`src/sv/brl_prefix.sv`:
```
module brl_prefix #(
  parameter int N = 64
) (
  input  logic [N-1:0] flags,
  output logic [N-1:0] prior,
  output logic         any
);

  localparam int LEVELS = (N > 1) ? $clog2(N) : 0;

  logic [N-1:0] lvl [LEVELS+1];

  assign lvl[0] = flags;

  // Parallel prefix OR, doubling the span at each level
  for (genvar l = 0; l < LEVELS; l++) begin : g_lvl
    for (genvar i = 0; i < N; i++) begin : g_bit
      if (i >= (1 << l)) begin : g_or
        assign lvl[l+1][i] = lvl[l][i] | lvl[l][i-(1 << l)];
      end else begin : g_pass
        assign lvl[l+1][i] = lvl[l][i];
      end
    end
  end

  // Exclusive prefix: a flag somewhere strictly in front of this cell
  assign prior[0] = 1'b0;
  for (genvar i = 1; i < N; i++) begin : g_excl
    assign prior[i] = lvl[LEVELS][i-1];
  end

  assign any = lvl[LEVELS][N-1];

endmodule

```
`config.mk`:
```
export PLATFORM = sky130hd
export DESIGN_NAME = brl_prefix
export DESIGN_NICKNAME = d
export VERILOG_FILES = /design/src/sv/brl_prefix.sv
export SDC_FILE = /design/constraint.sdc
export NUM_CORES = 1
export LEC_CHECK = 0
export BUFFER_PORTS_ARGS = -buffer_cell sky130_fd_sc_hd__buf_2
export CAP_MARGIN = 30
export CORE_MARGIN = 2
export CORE_UTILIZATION = 28
export DETAILED_ROUTE_END_ITERATION = 8
export PLACE_DENSITY = 0.95
export SKIP_LAST_GASP = 1
export SLEW_MARGIN = 10
export SYNTH_ARGS = -nofsm -noshare
export SYNTH_HDL_FRONTEND = slang
export SYNTH_SLANG_ARGS = --single-unit
```
`constraint.sdc`:
```
create_clock -name vclk -period 3.19
set_clock_uncertainty 0.1 [all_clocks]
set_input_delay 0.638 -clock vclk [all_inputs]
set_output_delay 0.638 -clock vclk [all_outputs]
set_load 0.01 [all_outputs]
```
# [After elaboration in Yosys (flattened, before gate mapping)]
# Index checks and enable logic that the tools add are counted.
[totals] output_inout_bits=65 inputBits=64 register_bits=0 elab_cells=321
[classes] bitwise=321
[ops] op="1-bit OR" n=321

# [Longest topological paths before layout]
[logic_depth] ltp_word=6 mapped_depth=6 ltp_nobuf=5

# [Least setup slack after synthesis]
# Ideal clock, no wire load.
[synth_path] path_type="in2out" from="in flags[0]" to="out prior[35]" required_ns=2.452 cell_stages=5 t_arrival_ns=2.430 setup_slack_ns=0.022 path_buffers=0 cell_sequence="or4_4 and4bb_2 nand4_4 or3_4 or2_1"
[synth_via] elab_chain_cells=2
[synth_lines] item="start, declared" line_no="4" source="input logic [N-1:0] flags,"
[synth_lines] item="1-bit OR (2 in a row)" line_no="19" source="assign lvl[l+1][i] = lvl[l][i] | lvl[l][i-(1 << l)];"
[synth_lines] item="end, declared" line_no="5" source="output logic [N-1:0] prior,"
# Every way passes these cells.

# [Worst setup path in the final report]
[layout_path] from="in flags[0]" to="out prior[15]"
[layout_via] elab_chain_cells=3
[layout_lines] item="1-bit OR (3 in a row)" line_no="19"
# Every way passes these cells.

==> impl_metrics.json <==
{
  "status": "finished clean",
  "yosysWarnings": 0,
  "design.seq.count": 0,
  "synth_fp_nets": 187,
  "core_area_sq_mm": 0.00243,
  "antenna_found_initial": 0,
  "routed_via_density": 4.74,
  "fin_util_pct": 61.0,
  "cellLeakagePower_nw": 0.588,
  "dieArea_sq_mm": 0.00295,
  "num_vias": 1371,
  "hold_class": "in2out",
  "holdCritStartpoint": "flags[2]",
  "die_width_microns": 54.3,
  "ant_nets": 0,
  "dp.cells": 289,
  "num_io_pins": 129,
  "syn_area_per_cell_sq_um": 5.77,
  "pre_cts_slack_ps": -22.7,
  "drv_slew": 0,
  "syn_inst": 123,
  "ys_types": 26,
  "areaGrowthSynthToFinish_pct": 109,
  "fin_crit_ps": 3170,
  "fin_hold_ws_ps": 1460,
  "dp_hpwl_mm": 2.99,
  "setup_tns_ps": 0,
  "power_uw": 80.4,
  "drc": 0,
  "drt_iter0_drc": 15,
  "die_y_microns": 54.3,
  "fin_area_sq_mm": 0.00148,
  "synth_seq_area_share_pct": 0,
  "hold_depth": 3,
  "nClkBuffers": 0,
  "postCtsHoldBufs": 0,
  "grt_first_pass_wirelength_mm": 4.19,
  "routed_wl_mm": 3.27,
  "start_kind": "input pin",
  "drt_first_pass_iters": 4,
  "path_max_fanout": 5,
  "start_util_pct": 29.2,
  "worstPathArrival_ps": 2440,
  "stdcell_count": 289,
  "finalWorstSetupSlack_ps": 15.0,
  "grt_overflow_total": 0,
  "grt_pass1_vias": 1057,
  "fin_nets": 325,
  "fmax_mhz": 315,
  "holdPathEnd": "prior[3]",
  "syn-cell-area_sq_um": 709,
  "rows": 18,
  "slew-limit-headroom_pct": 64.4,
  "port_buffers": 128,
  "hold_viol": 0,
  "drv_cap": 0,
  "post_route_cells_drive_above_1_share_pct": 61.4,
  "worst_pin_slew_ps": 529,
  "grt_max_degree": 12,
  "rsz0062_at_grt": "true",
  "p_per_area_mw_per_mm2": 54.2,
  "period_share_pct": 99.5,
  "wl_per_cell_microns": 11.3,
  "grt_usage_pct": 18.4,
  "cp.required_ps": 2450,
  "insertedDiodeCount": 0,
  "cp-end-kind": "output pin",
  "regArea_sq_um": 0,
  "critPathKind": "in2out",
  "placed_area_sq_mm": 0.00145,
  "gp_congestion": 0.735,
  "setup_violations": 0,
  "ir_worst_vdd_v": 0.0000416
}
synthesized netlist by cell type (2+ instances only):
library cell,number,area share (%)
and2_1,2,1.8
and4bb_2,2,3.5
buf_2,2,1.4
buf_4,2,2.1
inv_1,6,3.2
nand2_1,19,10
nand2b_1,6,5.3
nand3_1,10,7.1
nand3b_1,6,6.3
nand4_1,3,2.6
nor2_1,17,9.0
nor3_1,11,7.8
nor4_1,9,7.9
nor4b_1,2,2.5
or2_2,9,7.9
or3_1,7,6.2
placed cells by master (no fill, tap or decap), drive strengths merged:
cell	Yosys	final
nor4	10	10
nor2	17	17
nand2b	6	6
and4bb	2	2
nor2b	1	1
nand4	4	4
nor3b	2	2
nor4b	2	2
nand2	19	19
nand3	10	10
inv	6	6
or4	2	2
nand3b	6	6
buf	4	140
or2	10	10
conb	1	1
and2	2	2
or3	8	8
nor3	11	11
kinds of logic (layout without fill, tap and decap cells):
logic type	after synthesis	after routing	share of synthesized area (%)
buffers and inverters	10	146	6.70
other	1	1	0.529
AND/OR/NAND/NOR	112	112	92.8
worst max-delay path, stage by stage:
cell and delay, ps:
buf_6 90, or4_4 530, and4bb_2 350, buf_4 140, inv_1 60, or4_1 470
buf_2 150
where the power goes:
group | switching, mW | internal, mW | total (mW)
registers | 0 | 0 | 0
logic | 0.0376 | 0.0428 | 0.0804
clock network | 0 | 0 | 0
total | 0.0376 | 0.0428 | 0.0804
how the worst max path moves through the flow:
stage	startpoint	slack (ps)	to
3_5_place_dp	flags[0]	-20	prior[42]
3_3_place_gp	flags[0]	2	prior[35]
6_report	flags[0]	20	prior[15]
5_1_grt	flags[0]	-40	prior[15]
2_1_floorplan	flags[0]	20	prior[35]
4_1_cts	flags[0]	-0.2	prior[15]
metal layers:
metal | vias to the layer above | global-route usage (%) | share of wire, %
met4 | 0 | 0 | 0.31
li1 | 713 | - | -
met1 | 581 | 18.8 | 36
met5 | - | 0 | 0
met3 | 2 | 1.37 | 9.6
met2 | 75 | 41.0 | 54
area by class of cell:
| cell class | count | area, sq um |
|---|---|---|
| Inverter | 6 | 22.5 |
| Multi-Input combinational cell | 113 | 682 |
| Fill cell | 224 | 950 |
| Tap cell | 30 | 37.5 |
| Timing Repair Buffer | 140 | 741 |
timing repair:
action | in CTS | in global routing
cloned | 0 | 0
buffers inserted | 0 | 0
resized for setup | 1 | 6
endpoints found under the setup margin | 3 | 28
pin swaps | 2 | 2
No activity file was read; power rests on OpenSTA's default activity.
