`src/sv/brl_pkg.sv`:
```
package brl_pkg;

  localparam int KEY_W   = 32;
  localparam int COUNT_W = 7;

  // Operation codes carried by the opcode field
  typedef enum logic [2:0] {
    OP_PUSH_BACK   = 3'd0,
    OP_PUSH_FRONT  = 3'd1,
    OP_INSERT_ORD  = 3'd2,
    OP_REMOVE_BACK = 3'd3,
    OP_REMOVE_FRNT = 3'd4,
    OP_REMOVE_KEY  = 3'd5
  } op_t;

  // How a cell raises its position flag during the compare cycle
  typedef enum logic [1:0] {
    MK_ALL  = 2'd0,  // every cell
    MK_FREE = 2'd1,  // cells at or beyond the occupancy
    MK_GE   = 2'd2,  // key not smaller than the operand, or unoccupied
    MK_EQ   = 2'd3   // occupied and key equal to the operand
  } mark_t;

  // What a cell does in the update cycle
  typedef enum logic [1:0] {
    ACT_HOLD   = 2'd0,
    ACT_INSERT = 2'd1,
    ACT_REMOVE = 2'd2
  } act_t;

  typedef struct packed {
    mark_t mark;
    act_t  act;
    logic  flag_en;
    logic  upd_en;
  } cell_ctrl_t;

endpackage

```
`src/sv/brl_cell.sv`:
```
module brl_cell #(
  parameter int INDEX = 0,
  parameter int OCC_W = 7,
  parameter int PW    = 32
) (
  input  logic                       clk,
  input  logic                       rst,
  input  brl_pkg::cell_ctrl_t        ctrl,
  input  logic [OCC_W-1:0]           occ,
  input  logic [brl_pkg::KEY_W-1:0]  new_key,
  input  logic [PW-1:0]              new_pay,
  input  logic [brl_pkg::KEY_W-1:0]  left_key,
  input  logic [PW-1:0]              left_pay,
  input  logic [brl_pkg::KEY_W-1:0]  right_key,
  input  logic [PW-1:0]              right_pay,
  input  logic                       prior,
  output logic                       flag,
  output logic [brl_pkg::KEY_W-1:0]  key,
  output logic [PW-1:0]              pay
);
  import brl_pkg::*;

  localparam logic [OCC_W-1:0] IDX = OCC_W'(INDEX);

  logic below;
  logic ge;
  logic eq;
  logic flag_next;

  // Compare own record against the broadcast operand
  assign below = IDX < occ;
  assign ge    = $signed(key) >= $signed(new_key);
  assign eq    = key == new_key;

  always_comb begin
    unique case (ctrl.mark)
      MK_ALL:  flag_next = 1'b1;
      MK_FREE: flag_next = !below;
      MK_GE:   flag_next = !below || ge;
      MK_EQ:   flag_next = below && eq;
      default: flag_next = 1'b0;
    endcase
  end

  always_ff @(posedge clk) begin
    if (rst) begin
      flag <= 1'b0;
    end else if (ctrl.flag_en) begin
      flag <= flag_next;
    end
  end

  // Shift toward the back on insert, toward the front on remove
  always_ff @(posedge clk) begin
    if (ctrl.upd_en) begin
      unique case (ctrl.act)
        ACT_INSERT: begin
          if (prior) begin
            key <= left_key;
            pay <= left_pay;
          end else if (flag) begin
            key <= new_key;
            pay <= new_pay;
          end
        end
        ACT_REMOVE: begin
          if (prior || flag) begin
            key <= right_key;
            pay <= right_pay;
          end
        end
        default: ;
      endcase
    end
  end

endmodule

```
`config.mk`:
```
export PLATFORM = sky130hd
export DESIGN_NAME = brl_cell
export DESIGN_NICKNAME = d
export VERILOG_FILES = /design/src/sv/brl_pkg.sv /design/src/sv/brl_cell.sv
export SDC_FILE = /design/constraint.sdc
export NUM_CORES = 1
export LEC_CHECK = 0
export ABC_AREA = 0
export BUFFER_PORTS_ARGS = -buffer_cell sky130_fd_sc_hd__buf_2
export CORE_AREA = 2 2 105 107
export CTS_CLUSTER_SIZE = 8
export DETAILED_ROUTE_END_ITERATION = 12
export DIE_AREA = 0 0 107 109
export PLACE_DENSITY_LB_ADDON = 0.1
export SLEW_MARGIN = 20
export SYNTH_ARGS = -nofsm -noshare
export SYNTH_HDL_FRONTEND = slang
export SYNTH_SLANG_ARGS = --single-unit
```
`constraint.sdc`:
```
create_clock -name clk -period 4.7 [get_ports clk]
set_input_delay 0.47 -clock clk [delete_from_list [all_inputs] [get_ports clk]]
set_output_delay 0.47 -clock clk [all_outputs]
set_load 0.05 [all_outputs]
```
-- Word-level counts from Yosys, hierarchy flattened
Cells that the tools add are included.
- order comparisons: 2
- eq/ne operators: 8
- multiplexer cells: 9
- reductions and logical operators: 7
- operators with widths (operator ; count):
    2-to-1 mux 32 bit ; 6
    case mux 32 bit (2 select lines) ; 2
    equality test 32 bit ; 1
    greater-or-equal comparator 32 bit ; 1
    less-than comparator 1 x 7 -> 1 bit (first input constant) ; 1
    equality test 2 bit (second input constant) ; 3
    equality test 2 x 1 -> 1 bit (second input constant) ; 2
    case mux 1 bit (4 select lines) ; 1
    AND reduction 4 bit ; 1
    inequality test 3 bit (second input constant) ; 1
    logical NOT 2 bit ; 1
    logical OR 1 bit ; 2
    inequality test 2 bit (second input constant) ; 1
    nonzero test 2 bit ; 1
    logical AND 1 bit ; 1
    logical NOT 1 bit ; 1
- flip-flop bits (word level): 65
- input bits: 208
- logic and storage cells: 29

-- Logic depth before layout (Yosys ltp)
- depth in word-level cells: 4
- depth in mapped cells: 8
- depth with buffers taken out: 8

-- Worst setup path before layout
No wires, ideal clock.
- path type: input -> register
- start: in prior
- end: reg key[0] (netlist bit) (enable)
- library setup time: 0.486 ns
- arrival: 3.739 ns
- slack: 0.475 ns
- cell stages on the path: 4
- buffers on the path: 2
- cells stage by stage: buf_2 > buf_2 > o21ai_0 > nor2_1
- word-level cells in the longest chain between the ends: 3
- RTL lines (element ; RTL line ; source):
    from (decl) ; brl_cell.sv:16 ; input logic prior,
    logical OR 1 bit ; brl_cell.sv:67 ; if (prior || flag) begin
    inequality test 2 bit (no source line) ; n/a ;
    AND reduction 4 bit (no source line) (*) ; n/a ;
    to (signal assigned) ; brl_cell.sv:59 ; key <= left_key;
    to (signal assigned) ; brl_cell.sv:62 ; key <= new_key;
    to (signal assigned) ; brl_cell.sv:68 ; key <= right_key;
    to (decl) ; brl_cell.sv:18 ; output logic [brl_pkg::KEY_W-1:0] key,
Every way passes the cells marked *; elsewhere a longest branch is shown, timed or not.
A chain may end at the register's enable or synchronous reset.

-- Worst setup path after layout
- start: reg flag
- end: reg key[2] (netlist bit) (enable)
- word-level cells in the longest chain between the ends: 3
- RTL lines (element ; RTL line ; source):
    from (decl) ; brl_cell.sv:17 ; output logic flag,
    from (signal assigned) ; brl_cell.sv:49 ; flag <= flag_next;
    logical OR 1 bit ; brl_cell.sv:67 ;
    inequality test 2 bit (no source line) ; n/a ;
    AND reduction 4 bit (no source line) (*) ; n/a ;
Marked as above.

==> results.sh <==
export IMPL_status="finished, final reports clean"
export IMPL_mostFrequentLayoutCells="sky130_fd_sc_hd__buf_2 (271), sky130_fd_sc_hd__nand2_1 (72), sky130_fd_sc_hd__o21ai_0 (68)"
export IMPL_routedWlPerCell_um=14.3
export IMPL_avgViaCountPerCell=4.77
export IMPL_design_portCount=273
export IMPL_timing_critical_path_buf_inv=1
export IMPL_seq_area_frac_synth=0.468
export IMPL_skew_ps=10.5
export IMPL_detail_route_iter0_violations=125
export IMPL_yosys_cell_types_count=34
export IMPL_min_path_type="in2reg"
export IMPL_worstPathArrival_ps=1970
export IMPL_drive_above_1_share=0.432
export IMPL_route_detailed_drc=0
export IMPL_worst_setup_path_start_kind="register"
export IMPL_grt_pass1_vias=3810
export IMPL_setup_tns_ps=0
export IMPL_crit_cells=3
export IMPL_relSlewSlack=0.295
export IMPL_depth_of_the_worst_register_to_register_path=3
export IMPL_finalMaxSlewViolations=0
export IMPL_floorplan_core_area_mm2=0.0106
export IMPL_initial_core_util=0.392
export IMPL_post_cts_hold_buffer_count=0
export IMPL_async_reset_ff_frac=0
export IMPL_finalSetupViolations=0
export IMPL_ant_nets=0
export IMPL_overflow=0
export IMPL_design_die_area_mm2=0.0117
export IMPL_power_density_mw_per_mm2=271
export IMPL_finish_net_count=915
export IMPL_peakVddDrop_v=0.000157
export IMPL_min_delay_path_depth=3
export IMPL_cts_tree="built"
export IMPL_final_hold_worst_slack_ps=406
export IMPL_final_cell_area_mm2=0.00587
export IMPL_die_height_um=109
export IMPL_cts_path_max_buffers=2
export IMPL_postRouteWirelength_um=11700
export IMPL_final_hpwl_from_detailed_placement_um=9510
export IMPL_n_fill_cell=1023
export IMPL_yosys_warning_total=0
export IMPL_fmax_mhz=497
export IMPL_syn_avg_cell_area_um2=10.1
export IMPL_first_pass_iters=4
export IMPL_die_x_um=107
export IMPL_grt_use_total=0.197
export IMPL_timing_critical_path_required_ps=4660
export IMPL_grt_max_degree=129
export IMPL_cp_max_fo=42
export IMPL_final_hold_viol_count=0
export IMPL_cts_htree_levels=3
export IMPL_dp_worst_setup_slack_ps=2310
export IMPL_syn_area_mm2=0.00415
export IMPL_first_pass_grt_wire_length_um=17700
export IMPL_finalPower_mw=1.59
export IMPL_path_class="reg2reg"
export IMPL_synth_ff_latch_count=65
export IMPL_unrepaired_setup_endpoints_after_global_routing="false"
export IMPL_timing_final_crit_period_ps=2010
export IMPL_number_of_instances_resized_during_post_cts_repair=0
export IMPL_synth_nets=650
export IMPL_crit_path_cell_trace="o21ai_0 > nor2_4 > buf_4"
export IMPL_routabilityCongestion=0.819
export IMPL_post_dp_cell_area_mm2=0.00565
export IMPL_cts_buffer_count=9
export IMPL_worst_setup_margin_ps=2690
export IMPL_postSynthCellCount=410
export IMPL_number_of_maximum_capacitance_constraint_violations=0
export IMPL_worstMarginPinSlew_ps=1060
export IMPL_clock_root_buffer="sky130_fd_sc_hd__clkbuf_8"
export IMPL_worst_path_max_delay_cell="sky130_fd_sc_hd__buf_4"
export IMPL_synth_main_ff_cell="sky130_fd_sc_hd__edfxtp_1"
export IMPL_mostFrequentLayoutCell="sky130_fd_sc_hd__buf_2"
export IMPL_cts_reportedPaths_clkPinSlew_ps=70
export IMPL_cell_family_with_the_largest_share_of_critical_path_delay="buffers and inverters"
export IMPL_power_leakage_nw=2.90
export IMPL_row_count=38
export IMPL_num_vias=3925
export IMPL_period_share=0.428
export IMPL_crit_path_max_incr_delay_ps=570
export IMPL_worstSkewPairLatency_ps=330
export IMPL_synthToLayoutAreaGrowth_pct=41.3
export IMPL_place_port_buffers=272
export IMPL_tritoncts_num_sinks=65
export IMPL_number_of_buffers_inserted_to_repair_setup_after_cts=0
export IMPL_synth_enable_flop_cells=64
export IMPL_worst_setup_path_end_kind="register"
export IMPL_initial_antenna_violation_count=4
[final cells by class]
cell class              instances  area, µm²  share of cell area
inverters                      34        128              0.0217
multi-input cells             290       2010               0.342
flip-flops and latches         65       1940               0.331
well taps                     140        175              0.0298
clock buffers                  10        128              0.0217
clock inverters                 6       82.6              0.0141
repair buffers                275       1400               0.238
diodes                          3       7.51             0.00128
[registers in the layout (all words and copies together) (netlist names)]
register  count
flag          1
key          32
pay          32
[layer usage]
layer | global-route usage | vias up | part of all wire
met4 | 0.0816 | 2 | 0.023
met1 | 0.213 | 1729 | 0.38
met2 | 0.366 | 163 | 0.51
li1 | - | 2012 | -
met5 | 0 | - | 0.0011
met3 | 0.0526 | 19 | 0.082
[worst min-delay path: stages]
cell,delay (ps)
sky130_fd_sc_hd__buf_2,70
sky130_fd_sc_hd__nand2_1,30
sky130_fd_sc_hd__o21ai_0,60
[synth_stat cells, types with 2 or more instances]
cell	count	area (µm²)
sky130_fd_sc_hd__nand4_1	4	25.0
sky130_fd_sc_hd__nand3_1	4	20.0
sky130_fd_sc_hd__nor4_1	2	12.5
sky130_fd_sc_hd__edfxtp_1	64	1920
sky130_fd_sc_hd__or3_1	2	12.5
sky130_fd_sc_hd__clkbuf_1	12	45.0
sky130_fd_sc_hd__nor2b_1	4	25.0
sky130_fd_sc_hd__a21oi_1	13	65.1
sky130_fd_sc_hd__inv_1	34	128
sky130_fd_sc_hd__o211ai_1	2	15.0
sky130_fd_sc_hd__ha_1	32	400
sky130_fd_sc_hd__o21ai_0	68	340
sky130_fd_sc_hd__o21ai_1	2	10.0
sky130_fd_sc_hd__a21o_1	2	15.0
sky130_fd_sc_hd__nand2_1	72	270
sky130_fd_sc_hd__mux2i_1	64	641
sky130_fd_sc_hd__nor2_1	4	15.0
sky130_fd_sc_hd__buf_2	9	45.0
[per-stage QoR]
step / instances / util
2_1_floorplan: 410 / -
3_3_place_gp: 804 / 0.533
3_5_place_dp: 804 / 0.533
4_1_cts: 820 / 0.553
5_1_grt: 823 / 0.554
6_report: 823 / 0.554
[where the power goes]
part	switching, mW	internal [mW]
Combinational	0.243	0.153
Clock	0.207	0.296
Sequential	0.0114	0.681
[kinds of logic (layout without fill, tap and decap cells)]
| group | count (synthesis) | count (layout) | synth area share |
|---|---|---|---|
| buffers and inverters | 55 | 325 | 0.0524 |
| AOI/OAI and AO/OA | 96 | 96 | 0.126 |
| muxes | 64 | 64 | 0.154 |
| adders and majority gates | 32 | 32 | 0.0964 |
| xor gates and xnor gates | 1 | 1 | 0.00211 |
| other | 0 | 3 | 0 |
| and+or+nand+nor | 97 | 97 | 0.102 |
| DFF | 65 | 65 | 0.468 |
[final timing paths]
| kind | start | endpoint | slack [ps] |
|---|---|---|---|
| worst min register to register | flag$_SDFFE_PP0P_ | flag$_SDFFE_PP0P_ | 740 |
| worst max-delay path | flag$_SDFFE_PP0P_ | key[2]$_DFFE_PP_ | 2690 |
| worst max register to register | flag$_SDFFE_PP0P_ | key[2]$_DFFE_PP_ | 2690 |
| worst min-delay path | right_pay[3] | pay[3]$_DFFE_PP_ | 410 |
Power figures use the tool's default switching activity.
